[src/rtl/ptq_pkg.sv]
// ptq_pkg: shared types and constants for the periodic timer task queue
// used by ptq_scan and periodic_timer_task_queue_top
package ptq_pkg;

  localparam int ENTRIES   = 16;
  localparam int IDX_W     = $clog2(ENTRIES);
  localparam int MAX_FIRES = 32;
  localparam int FIRE_W    = $clog2(MAX_FIRES + 1);

  typedef enum logic [3:0] {
    ACT_ADD       = 4'd0,
    ACT_ADVANCE   = 4'd1,
    ACT_REM_ID    = 4'd2,
    ACT_REM_GROUP = 4'd3,
    ACT_PAUSE_ID  = 4'd4,
    ACT_RESUME_ID = 4'd5,
    ACT_PAUSE_GRP = 4'd6,
    ACT_RESUME_GRP= 4'd7,
    ACT_NEW_GROUP = 4'd8
  } action_t;

  typedef enum logic [2:0] {
    KIND_FIRED     = 3'd0,
    KIND_ADDED     = 3'd1,
    KIND_ADV_DONE  = 3'd2,
    KIND_GROUP     = 3'd3,
    KIND_OK        = 3'd4,
    KIND_NOT_FOUND = 3'd5,
    KIND_FULL      = 3'd6
  } kind_t;

  // one table entry as seen by the scan unit
  typedef struct packed {
    logic        valid;
    logic        paused;
    logic [31:0] due;
    logic [31:0] stamp;
  } scan_entry_t;

  // scan unit control from the sequencer
  typedef struct packed {
    logic        start;
    logic [31:0] target;
  } scan_ctl_t;

  // scan unit status back to the sequencer
  typedef struct packed {
    logic             done;
    logic             found;
    logic [IDX_W-1:0] best;
  } scan_stat_t;

endpackage

[src/rtl/ptq_scan.sv]
// ptq_scan: iterative earliest-due search, one table entry per cycle
// depends on ptq_pkg
module ptq_scan (
  input  logic                 clk,
  input  logic                 rst,
  input  ptq_pkg::scan_ctl_t   ctl,
  input  ptq_pkg::scan_entry_t ent,
  output logic [ptq_pkg::IDX_W-1:0] idx,
  output ptq_pkg::scan_stat_t  stat
);

  logic                      busy;
  logic                      found;
  logic                      done_q;
  logic [ptq_pkg::IDX_W-1:0] best;
  logic [31:0]               best_due;
  logic [31:0]               best_stamp;
  logic                      take;
  logic [ptq_pkg::IDX_W-1:0] idx_cnt;

  assign idx = busy ? idx_cnt : '0;

  // shared compare unit: candidate beats current best
  always_comb begin
    take = ent.valid && !ent.paused && (ent.due <= ctl.target) &&
           (!found || ent.due < best_due ||
            (ent.due == best_due && ent.stamp < best_stamp));
  end

  // scan sequencer
  always_ff @(posedge clk) begin
    if (rst) begin
      busy    <= 1'b0;
      found   <= 1'b0;
      idx_cnt <= '0;
      done_q  <= 1'b0;
    end else begin
      done_q <= 1'b0;
      if (ctl.start && !busy) begin
        busy    <= 1'b1;
        found   <= 1'b0;
        idx_cnt <= '0;
      end else if (busy) begin
        if (take) begin
          found      <= 1'b1;
          best       <= idx_cnt;
          best_due   <= ent.due;
          best_stamp <= ent.stamp;
        end
        if (idx_cnt == ptq_pkg::IDX_W'(ptq_pkg::ENTRIES - 1)) begin
          busy   <= 1'b0;
          done_q <= 1'b1;
        end
        idx_cnt <= idx_cnt + 1'b1;
      end
    end
  end

  // result as seen in the cycle after the last entry
  always_comb begin
    stat.done  = done_q;
    stat.found = found;
    stat.best  = best;
  end

endmodule

[src/rtl/periodic_timer_task_queue_top.sv]
// periodic_timer_task_queue_top: timed task table with add, advance, pause,
// resume and remove; depends on ptq_pkg and ptq_scan
//
// usage: one input channel (in_valid/in_stall) carries an action and its
// arguments; one output channel (out_valid/out_stall) returns result items,
// the final one of each action with last set. An advance returns one fired
// item per firing, earliest first (at most MAX_FIRES), then an advance-done
// item. in_stall is high from the transfer of an action until its last
// result has been taken.
// operation: every action first walks the 16-entry table one entry a cycle.
// An add then fills the free slot and returns its result; the id/group
// actions and new group return their result after the walk. An advance walks
// the table once to push back paused tasks, then runs one full scan per
// firing through the shared compare unit, followed by the fire and hold
// states, until no due task is left or the fire limit is reached.
// reset: synchronous, clears valid and paused bits, time and the id, group
// and stamp counters; the block is ready the cycle after reset. When the
// receiver stalls, the result register holds and the sequencer waits.
module periodic_timer_task_queue_top (
  input  logic        clk,
  input  logic        rst,
  input  logic        in_valid,
  output logic        in_stall,
  input  logic [3:0]  action,
  input  logic [31:0] task_ident,
  input  logic [31:0] group_ident,
  input  logic [31:0] start_offset,
  input  logic [31:0] period_ticks,
  input  logic [31:0] duration_ticks,
  input  logic [31:0] advance_ticks,
  output logic        out_valid,
  input  logic        out_stall,
  output logic [2:0]  kind,
  output logic [31:0] out_task,
  output logic [31:0] out_group,
  output logic [31:0] fire_time,
  output logic        last
);

  localparam int N = ptq_pkg::ENTRIES;
  localparam int W = ptq_pkg::IDX_W;

  typedef enum logic [7:0] {
    S_IDLE  = 8'b00000001,
    S_WALK  = 8'b00000010,
    S_SCAN  = 8'b00000100,
    S_WAIT  = 8'b00001000,
    S_FIRE  = 8'b00010000,
    S_EMIT  = 8'b00100000,
    S_HOLD  = 8'b01000000,
    S_DONE  = 8'b10000000
  } state_t;

  state_t state;

  // table
  logic [N-1:0] valid_q, paused_q;
  logic [31:0]  id_m [N], grp_m [N], due_m [N], per_m [N], end_m [N], stamp_m [N];

  logic [31:0] current_time, id_counter, group_counter, stamp_counter;
  logic [3:0]  act;
  logic [31:0] a_tid, a_gid, a_start, a_per, a_dur, a_adv, target;
  logic [W-1:0] walk;
  logic        hit;
  logic [ptq_pkg::FIRE_W-1:0] fires;
  logic [W-1:0] fb;

  // scan unit
  ptq_pkg::scan_ctl_t   sctl;
  ptq_pkg::scan_entry_t sent;
  ptq_pkg::scan_stat_t  sstat;
  logic [W-1:0]         sidx;

  assign sctl.start  = (state == S_SCAN);
  assign sctl.target = target;
  assign sent.valid  = valid_q[sidx];
  assign sent.paused = paused_q[sidx];
  assign sent.due    = due_m[sidx];
  assign sent.stamp  = stamp_m[sidx];

  ptq_scan u_scan (
    .clk  (clk),
    .rst  (rst),
    .ctl  (sctl),
    .ent  (sent),
    .idx  (sidx),
    .stat (sstat)
  );

  assign in_stall = (state != S_IDLE);

  logic by_group, match, id_or_group;
  logic [31:0] nd;
  assign by_group = (act == ptq_pkg::ACT_REM_GROUP) || (act == ptq_pkg::ACT_PAUSE_GRP) ||
                    (act == ptq_pkg::ACT_RESUME_GRP);
  assign id_or_group = (act >= ptq_pkg::ACT_REM_ID) && (act <= ptq_pkg::ACT_RESUME_GRP);
  assign match = valid_q[walk] &&
                 (by_group ? (grp_m[walk] == a_gid) : (id_m[walk] == a_tid));
  assign nd = due_m[fb] + per_m[fb];

  // result helper
  logic        emit_go;
  logic [2:0]  e_kind;
  logic [31:0] e_task, e_group, e_time;
  logic        e_last;

  // sequencer
  always_ff @(posedge clk) begin
    if (rst) begin
      state         <= S_IDLE;
      valid_q       <= '0;
      paused_q      <= '0;
      current_time  <= '0;
      id_counter    <= '0;
      group_counter <= '0;
      stamp_counter <= '0;
      out_valid     <= 1'b0;
    end else begin
      unique case (state)
        S_IDLE: begin
          if (in_valid) begin
            act     <= action;
            a_tid   <= task_ident;
            a_gid   <= group_ident;
            a_start <= start_offset;
            a_per   <= period_ticks;
            a_dur   <= duration_ticks;
            a_adv   <= advance_ticks;
            target  <= current_time + advance_ticks;
            walk    <= '0;
            hit     <= 1'b0;
            fires   <= '0;
            state   <= S_WALK;
          end
        end
        // one entry per cycle over the table
        S_WALK: begin
          priority if (act == ptq_pkg::ACT_ADD) begin
            if (!valid_q[walk] && !hit) begin
              hit           <= 1'b1;
              fb            <= walk;
            end
          end else if (act == ptq_pkg::ACT_ADVANCE) begin
            if (valid_q[walk] && paused_q[walk]) due_m[walk] <= due_m[walk] + a_adv;
          end else if (id_or_group) begin
            if (match) begin
              hit <= 1'b1;
              if (act == ptq_pkg::ACT_REM_ID || act == ptq_pkg::ACT_REM_GROUP) begin
                valid_q[walk]  <= 1'b0;
                paused_q[walk] <= 1'b0;
              end else if (act == ptq_pkg::ACT_PAUSE_ID ||
                           act == ptq_pkg::ACT_PAUSE_GRP) begin
                paused_q[walk] <= 1'b1;
              end else if (paused_q[walk]) begin
                paused_q[walk] <= 1'b0;
                stamp_m[walk]  <= stamp_counter;
                stamp_counter  <= stamp_counter + 1'b1;
              end
            end
          end else begin
          end
          walk <= walk + 1'b1;
          if (walk == W'(N - 1)) begin
            state <= (act == ptq_pkg::ACT_ADVANCE) ? S_SCAN :
                     (act == ptq_pkg::ACT_ADD) ? S_FIRE : S_EMIT;
          end
        end
        S_SCAN: begin
          if (fires == ptq_pkg::FIRE_W'(ptq_pkg::MAX_FIRES)) state <= S_EMIT;
          else state <= S_WAIT;
        end
        S_WAIT: begin
          if (sstat.done) begin
            if (sstat.found) begin
              fb    <= sstat.best;
              state <= S_FIRE;
            end else begin
              state <= S_EMIT;
            end
          end
        end
        // add: fill the free slot if one was found; advance: emit the winner and requeue or retire it
        S_FIRE: begin
          if (!out_valid || !out_stall) begin
            if (act == ptq_pkg::ACT_ADD) begin
              if (hit) begin
                valid_q[fb]  <= 1'b1;
                paused_q[fb] <= 1'b0;
                id_m[fb]     <= id_counter + 1'b1;
                grp_m[fb]    <= a_gid;
                due_m[fb]    <= current_time + a_start;
                per_m[fb]    <= a_per;
                end_m[fb]    <= (a_dur == '0) ? '0 : current_time + a_start + a_dur;
                stamp_m[fb]  <= stamp_counter;
                stamp_counter<= stamp_counter + 1'b1;
                id_counter   <= id_counter + 1'b1;
              end
              state <= S_EMIT;
            end else begin
              current_time <= due_m[fb];
              if (per_m[fb] != '0 && (end_m[fb] == '0 || end_m[fb] >= nd)) begin
                due_m[fb]     <= nd;
                stamp_m[fb]   <= stamp_counter;
                stamp_counter <= stamp_counter + 1'b1;
              end else begin
                valid_q[fb] <= 1'b0;
              end
              fires <= fires + 1'b1;
              state <= S_HOLD;
            end
          end
        end
        S_HOLD: state <= S_SCAN;
        S_EMIT: begin
          if (!out_valid || !out_stall) begin
            if (act == ptq_pkg::ACT_ADVANCE) current_time <= target;
            if (act == ptq_pkg::ACT_NEW_GROUP) group_counter <= group_counter + 1'b1;
            state <= S_DONE;
          end
        end
        S_DONE: begin
          if (!out_valid || !out_stall) state <= S_IDLE;
        end
        default: state <= S_IDLE;
      endcase
      // result register: load a new item or clear after its transfer
      if (emit_go) begin
        out_valid <= 1'b1;
        kind      <= e_kind;
        out_task  <= e_task;
        out_group <= e_group;
        fire_time <= e_time;
        last      <= e_last;
      end else if (out_valid && !out_stall) begin
        out_valid <= 1'b0;
      end
    end
  end

  // result item selection
  always_comb begin
    emit_go = 1'b0;
    e_kind  = ptq_pkg::KIND_NOT_FOUND;
    e_task  = '0;
    e_group = '0;
    e_time  = current_time;
    e_last  = 1'b1;
    if ((!out_valid || !out_stall)) begin
      if (state == S_FIRE && act == ptq_pkg::ACT_ADVANCE) begin
        emit_go = 1'b1;
        e_kind  = ptq_pkg::KIND_FIRED;
        e_task  = id_m[fb];
        e_group = grp_m[fb];
        e_time  = due_m[fb];
        e_last  = 1'b0;
      end else if (state == S_EMIT) begin
        emit_go = 1'b1;
        priority if (act == ptq_pkg::ACT_ADD) begin
          if (hit) begin
            e_kind  = ptq_pkg::KIND_ADDED;
            e_task  = id_counter;
            e_group = a_gid;
          end else begin
            e_kind = ptq_pkg::KIND_FULL;
          end
        end else if (act == ptq_pkg::ACT_ADVANCE) begin
          e_kind = ptq_pkg::KIND_ADV_DONE;
          e_time = target;
        end else if (act == ptq_pkg::ACT_NEW_GROUP) begin
          e_kind  = ptq_pkg::KIND_GROUP;
          e_group = group_counter + 1'b1;
        end else if (id_or_group) begin
          e_kind = hit ? ptq_pkg::KIND_OK : ptq_pkg::KIND_NOT_FOUND;
        end else begin
          e_kind = ptq_pkg::KIND_NOT_FOUND;
        end
      end
    end
  end

endmodule
[config.mk]
export PLATFORM = sky130hd
export DESIGN_NAME = periodic_timer_task_queue_top
export DESIGN_NICKNAME = d
export VERILOG_FILES = /design/src/rtl/ptq_pkg.sv /design/src/rtl/ptq_scan.sv /design/src/rtl/periodic_timer_task_queue_top.sv
export SDC_FILE = /design/constraint.sdc
export NUM_CORES = 2
export LEC_CHECK = 0
export BUFFER_PORTS_ARGS = -buffer_cell sky130_fd_sc_hd__buf_2
export CORE_UTILIZATION = 30
export DETAILED_ROUTE_END_ITERATION = 10
export GPL_ROUTABILITY_DRIVEN = 0
export PLACE_DENSITY = 0.45
export SETUP_SLACK_MARGIN = 0.02
export SYNTH_ARGS = -nofsm -noshare
export SYNTH_HDL_FRONTEND = slang
export SYNTH_SLANG_ARGS = --single-unit
[constraint.sdc]
create_clock -name clk -period 24.1 [get_ports clk]
set_clock_uncertainty 0.1 [all_clocks]
set_input_delay 2.41 -clock clk [delete_from_list [all_inputs] [get_ports clk]]
set_output_delay 2.41 -clock clk [all_outputs]
set_load 0.005 [all_outputs]
-- Yosys cells after proc, flatten, opt, wreduce, memory -nomap -nowiden
Memory sizes are Yosys's and may differ from the RTL's. A register that Yosys moved wholly into a read port is not among the register bits.
Index checks and enable logic that the tools add are counted.
- register bits after elaboration: 587
- logic and storage cells: 344
- memories kept: 6
- memory bits (writable): 3072
- bits of input ports: 200
- memory list (name ; words ; bits a word ; read ports ; clocked after memory_dff ; write ports ; line ; text):
    due_m ; 16 ; 32 ; 3 ; 2 ; 1 ; periodic_timer_task_queue_top.sv:58 ; logic [31:0] id_m [N], grp_m [N], due_m [N], per_m [N], end_m [N], stamp_m [N];
    end_m ; 16 ; 32 ; 1 ; 1 ; 1 ; periodic_timer_task_queue_top.sv:58 ;
    grp_m ; 16 ; 32 ; 2 ; 2 ; 1 ; periodic_timer_task_queue_top.sv:58 ;
    id_m ; 16 ; 32 ; 2 ; 2 ; 1 ; periodic_timer_task_queue_top.sv:58 ;
    per_m ; 16 ; 32 ; 1 ; 1 ; 1 ; periodic_timer_task_queue_top.sv:58 ;
    stamp_m ; 16 ; 32 ; 1 ; 0 ; 1 ; periodic_timer_task_queue_top.sv:58 ;
- add/subtract/negate cells: 11
- reductions and logical operators: 59
- equal/unequal tests: 50
- bitwise operators: 15
- order comparisons: 11
- multiplexer cells: 159
- operators with widths (operator ; number):
    2-to-1 mux 32 bit ; 34
    2-to-1 mux 16 bit ; 19
    adder 32 bit ; 5
    one-hot mux 32 bit (2 select lines) ; 2
    adder 32 x 1 -> 32 bit (second input constant) ; 3
    == test 32 bit ; 3
    bitwise AND 16 bit ; 4
    zero test 32 bit ; 2
    < comparator 32 bit ; 2
    2-to-1 mux 4 bit ; 16
    one-hot mux 16 bit (2 select lines) ; 2
    one-hot mux 8 bit (8 select lines) ; 1
    OR reduction 32 bit ; 2
    2-to-1 mux 1 bit ; 55
    2-to-1 mux 8 bit ; 6
    2-to-1 mux 6 bit ; 7
    != test 2 bit (second input constant) ; 18
    greater-or-equal comparator 32 bit ; 1
    less-or-equal comparator 32 bit ; 1
    inverter 16 bit ; 2
    OR 16 bit ; 2
    nonzero test 32 bit ; 1
    != test 3 bit (second input constant) ; 7
    2-to-1 mux 3 bit ; 6
    45 further kinds ; 104

-- Depth between registers and ports, before layout
- depth in word-level cells: 14
- depth in mapped cells: 38

-- By module
A second synthesis with hierarchy kept.
- cells, all modules: 9028
- area total of the unflattened synthesis: 167398.0 sq um
- modules (own cells, without submodules) (module ; sequential area each (sq um) ; area each (sq um) ; times used ; cells each):
    periodic_timer_task_queue_top ; 106091.8 ; 162631.0 ; 1 ; 8581
    ptq_scan ; 2182.1 ; 4767.1 ; 1 ; 447

-- Worst setup path before layout
No wires, ideal clock.
- kind: input -> register
- from: in rst
- to: reg a_adv[0] (enable)
- slack: 10523 ps
- stages on the path: 5
- data required time: 23179 ps
- data arrival time: 12656 ps
- path through: clkbuf_1 > clkbuf_1 > clkbuf_1 > clkbuf_1 > nor2_1
- longest elaborated chain between the ends: 2
- RTL lines (item ; line ; text):
    start, declared ; periodic_timer_task_queue_top.sv:21 ; input logic rst,
    inverter 1 bit (no line) ; -- ;
    AND reduction 3 bit (no line) ; -- ;
    end signal, assigned ; periodic_timer_task_queue_top.sv:128 ; a_adv <= advance_ticks;
    end, declared ; periodic_timer_task_queue_top.sv:62 ; logic [31:0] a_tid, a_gid, a_start, a_per, a_dur, a_adv, target;
No other way between the ends.
A chain may end at the register's enable or synchronous reset.

==> metrics.cfg <==
[status]
status = completed

[critical_path]
cp_max_fo = 45
reg2reg_depth = 28
end_kind = flop
cp.arrival_ns = 13.33
slowest_stage = a22oi_1
criticalPathCategory = reg2reg
max_stage_delay_ns = 1.14
cp.required_ns = 24.62
path_common_cell = a21o_1
cp-start-kind = flop

[timing]
fmax_mhz = 78.1
setup_viol = 0
hold_viol_final = 0
period_needed_ns = 12.80
slew_violations = 0
tightest_slew_ns = 1.31
rsz0062_at_grt = false
finalSetupTns_ns = 0
slew_headroom_pct = 12.6
fin_crit_sh_pct = 53.1

[synthesis]
synth-xor-area-share_pct = 1.97
synth_compound_area_share_pct = 6.64
netlist_top_cells_area = edfxtp_1 62%, mux4_2 16%, dfxtp_1 2.2%
syn_avg_cell_area_um2 = 17.1
synth-simple-area-share_pct = 3.59
synth_cell_type_count = 83
ys_seq_elements = 3667
async_reset_ff_share_pct = 0
synth_top_area_share_pct = 62.2
synth_edf_count = 3483
ys.flop_type = edfxtp_1
muxShareOfSynthArea_pct = 19.3
synth_cells = 9850
yosys_warnings = 0
yosysSeqAreaShare_pct = 64.3
yosys.area.top_type = edfxtp_1
syn_area_um2 = 168000
synthAdderAreaFrac_pct = 2.23
synth_nets = 10300
synth_top_family_by_area = multiplexers

[routing]
first_pass_iters = 6
routedWlPerCell_um = 32.6
drtIter0Drc = 9963
route.vias.total = 99600
viasPerCell = 5.51
postRouteAntennaNets = 0
wl_um = 588000
drcViolationCount = 0

[cts]
htreeDepth = 5
post_cts_buffers = 0
ctsResizeCount = 0
clock-sinks = 3667
clk_pin_slew_ns = 0.06
numCtsBuffers = 416
insertion_delay_ns = 1.09
cts-root-buf = clkbuf_16
ctsHoldBuffers = 0
cts_tree = done
cts_buffer_depth = 4

[placed_design]
dp.final_hpwl_um = 368000
portBuffers = 301
place_area_um2 = 179000

[floorplan]
start_util_pct = 30.2
io_pins = 302
fp.dieArea_um2 = 564000
rows = 274
die_w_um = 751
die_h_um = 751
coreArea_um2 = 558000

[finish]
layout.nets = 10700
finalInstanceArea_um2 = 193000
final_layout_size_suffix_gt1_share_pct = 26.3
syn_to_final_growth_pct = 14.9

[hold_path]
worstHoldPathCells = 2
hp-class = reg2reg

[global_routing]
grt_pass1_vias = 101000
grt_overflow = 0
gr-usage-all-layers_pct = 20.4
grt_max_degree = 126
antenna_found_initial = 33
grt_pass1_wl_um = 817000

[power_and_ir_drop]
p_leak_uw = 0.0628
ir_drop_v = 0.0000709
power_density_nw_per_um2 = 75.4

[flow_run]
maxCapViolCount = 0

state kept, by name (all words and copies together) (netlist names), 512 cells and up, named ones only:
signal,cells
stamp_m,512
grp_m,512
per_m,512
id_m,512
due_m,512
end_m,512
worst paths after layout:
check	start	end	slack, ns
worst max-delay path	flop	stamp_m[10][18]	11.30
worst min-delay path	group_counter[1]	group_counter[1]	0.38
worst max register to register	flop	stamp_m[10][18]	11.30
worst min register to register	group_counter[1]	group_counter[1]	0.38
metrics by stage:
step	utilization, %	power (uW)	worst slack (ns)	instances	hold slack [ns]
floorplan	-	7830	10.52	9850	0.335
global placement	32.2	8220	11.25	17300	0.366
detailed placement	32.2	8240	11.28	17300	0.371
CTS	34.7	14700	11.18	18000	0.380
global route	34.7	15000	10.16	18000	0.412
finish	34.7	14600	11.30	18100	0.380
synthesized netlist by cell type, types with 74 or more instances:
cell type / n
edfxtp_1: 3483
mux2i_1: 258
mux2_2: 278
nand2_1: 333
mux4_2: 1186
a21oi_1: 545
buf_2: 91
a21o_1: 86
inv_1: 165
nor2_1: 410
clkbuf_1: 389
o21ai_0: 351
a211oi_1: 77
buf_1: 97
a22o_1: 79
ha_1: 292
nor2b_1: 74
xnor2_1: 207
dfxtp_1: 184
nand3_1: 94
xor2_1: 169
a22oi_1: 105
critical path, delay by kind of cell (launching register included):
| family | cells | cell delay [ns] |
|---|---|---|
| compound gates | 14 | 4.65 |
| simple gates | 6 | 1.64 |
| buf+inv | 4 | 2.97 |
| flops | 1 | 0.69 |
| fa+ha+maj | 2 | 0.75 |
| mux | 2 | 1.28 |
layout make-up:
cell class	instances	area (um^2)
diodes	36	90.1
clock buffers	500	10800
clock inverters	278	3080
fillers	52600	364000
inverters	168	644
multi-input cells	5396	57300
flip-flops and latches	3667	108000
well taps	7452	9320
repair buffers	576	3820
routing by layer:
layer | vias up | routed length [um] | track usage [%]
li1 | 41300 | - | -
met1 | 53700 | 251000 | 27.8
met2 | 3793 | 281000 | 33.5
met3 | 817 | 36400 | 3.21
met4 | 4 | 19600 | 6.19
met5 | - | 32 | 0
cell families after synthesis:
| logic type | count (synthesis) |
|---|---|
| adder cells (fa/ha/maj) | 297 |
| XOR/XNOR | 377 |
| AO/OA/AOI/OAI | 1718 |
| AND/OR/NAND/NOR | 1282 |
| buffers and inverters | 787 |
| multiplexers | 1722 |
| flip-flops | 3667 |
power by group:
group	total [uW]	leakage [uW]	internal, uW	switching (uW)
Combinational	922	0.0228	309	613
Sequential	7190	0.0332	7130	55.2
Clock	6480	0.00677	3730	2750
layout by cell type (no fill, tap or decap), drive strengths merged, types with 211 or more instances in the layout:
master  count
nor2      412
nand2     333
a21oi     546
clkbuf    501
edfxtp   3483
o21ai     351
ha        292
mux2      278
mux4     1186
mux2i     258
buf       575
clkinv    211
Note: power is estimated with default switching activity, not from simulation.
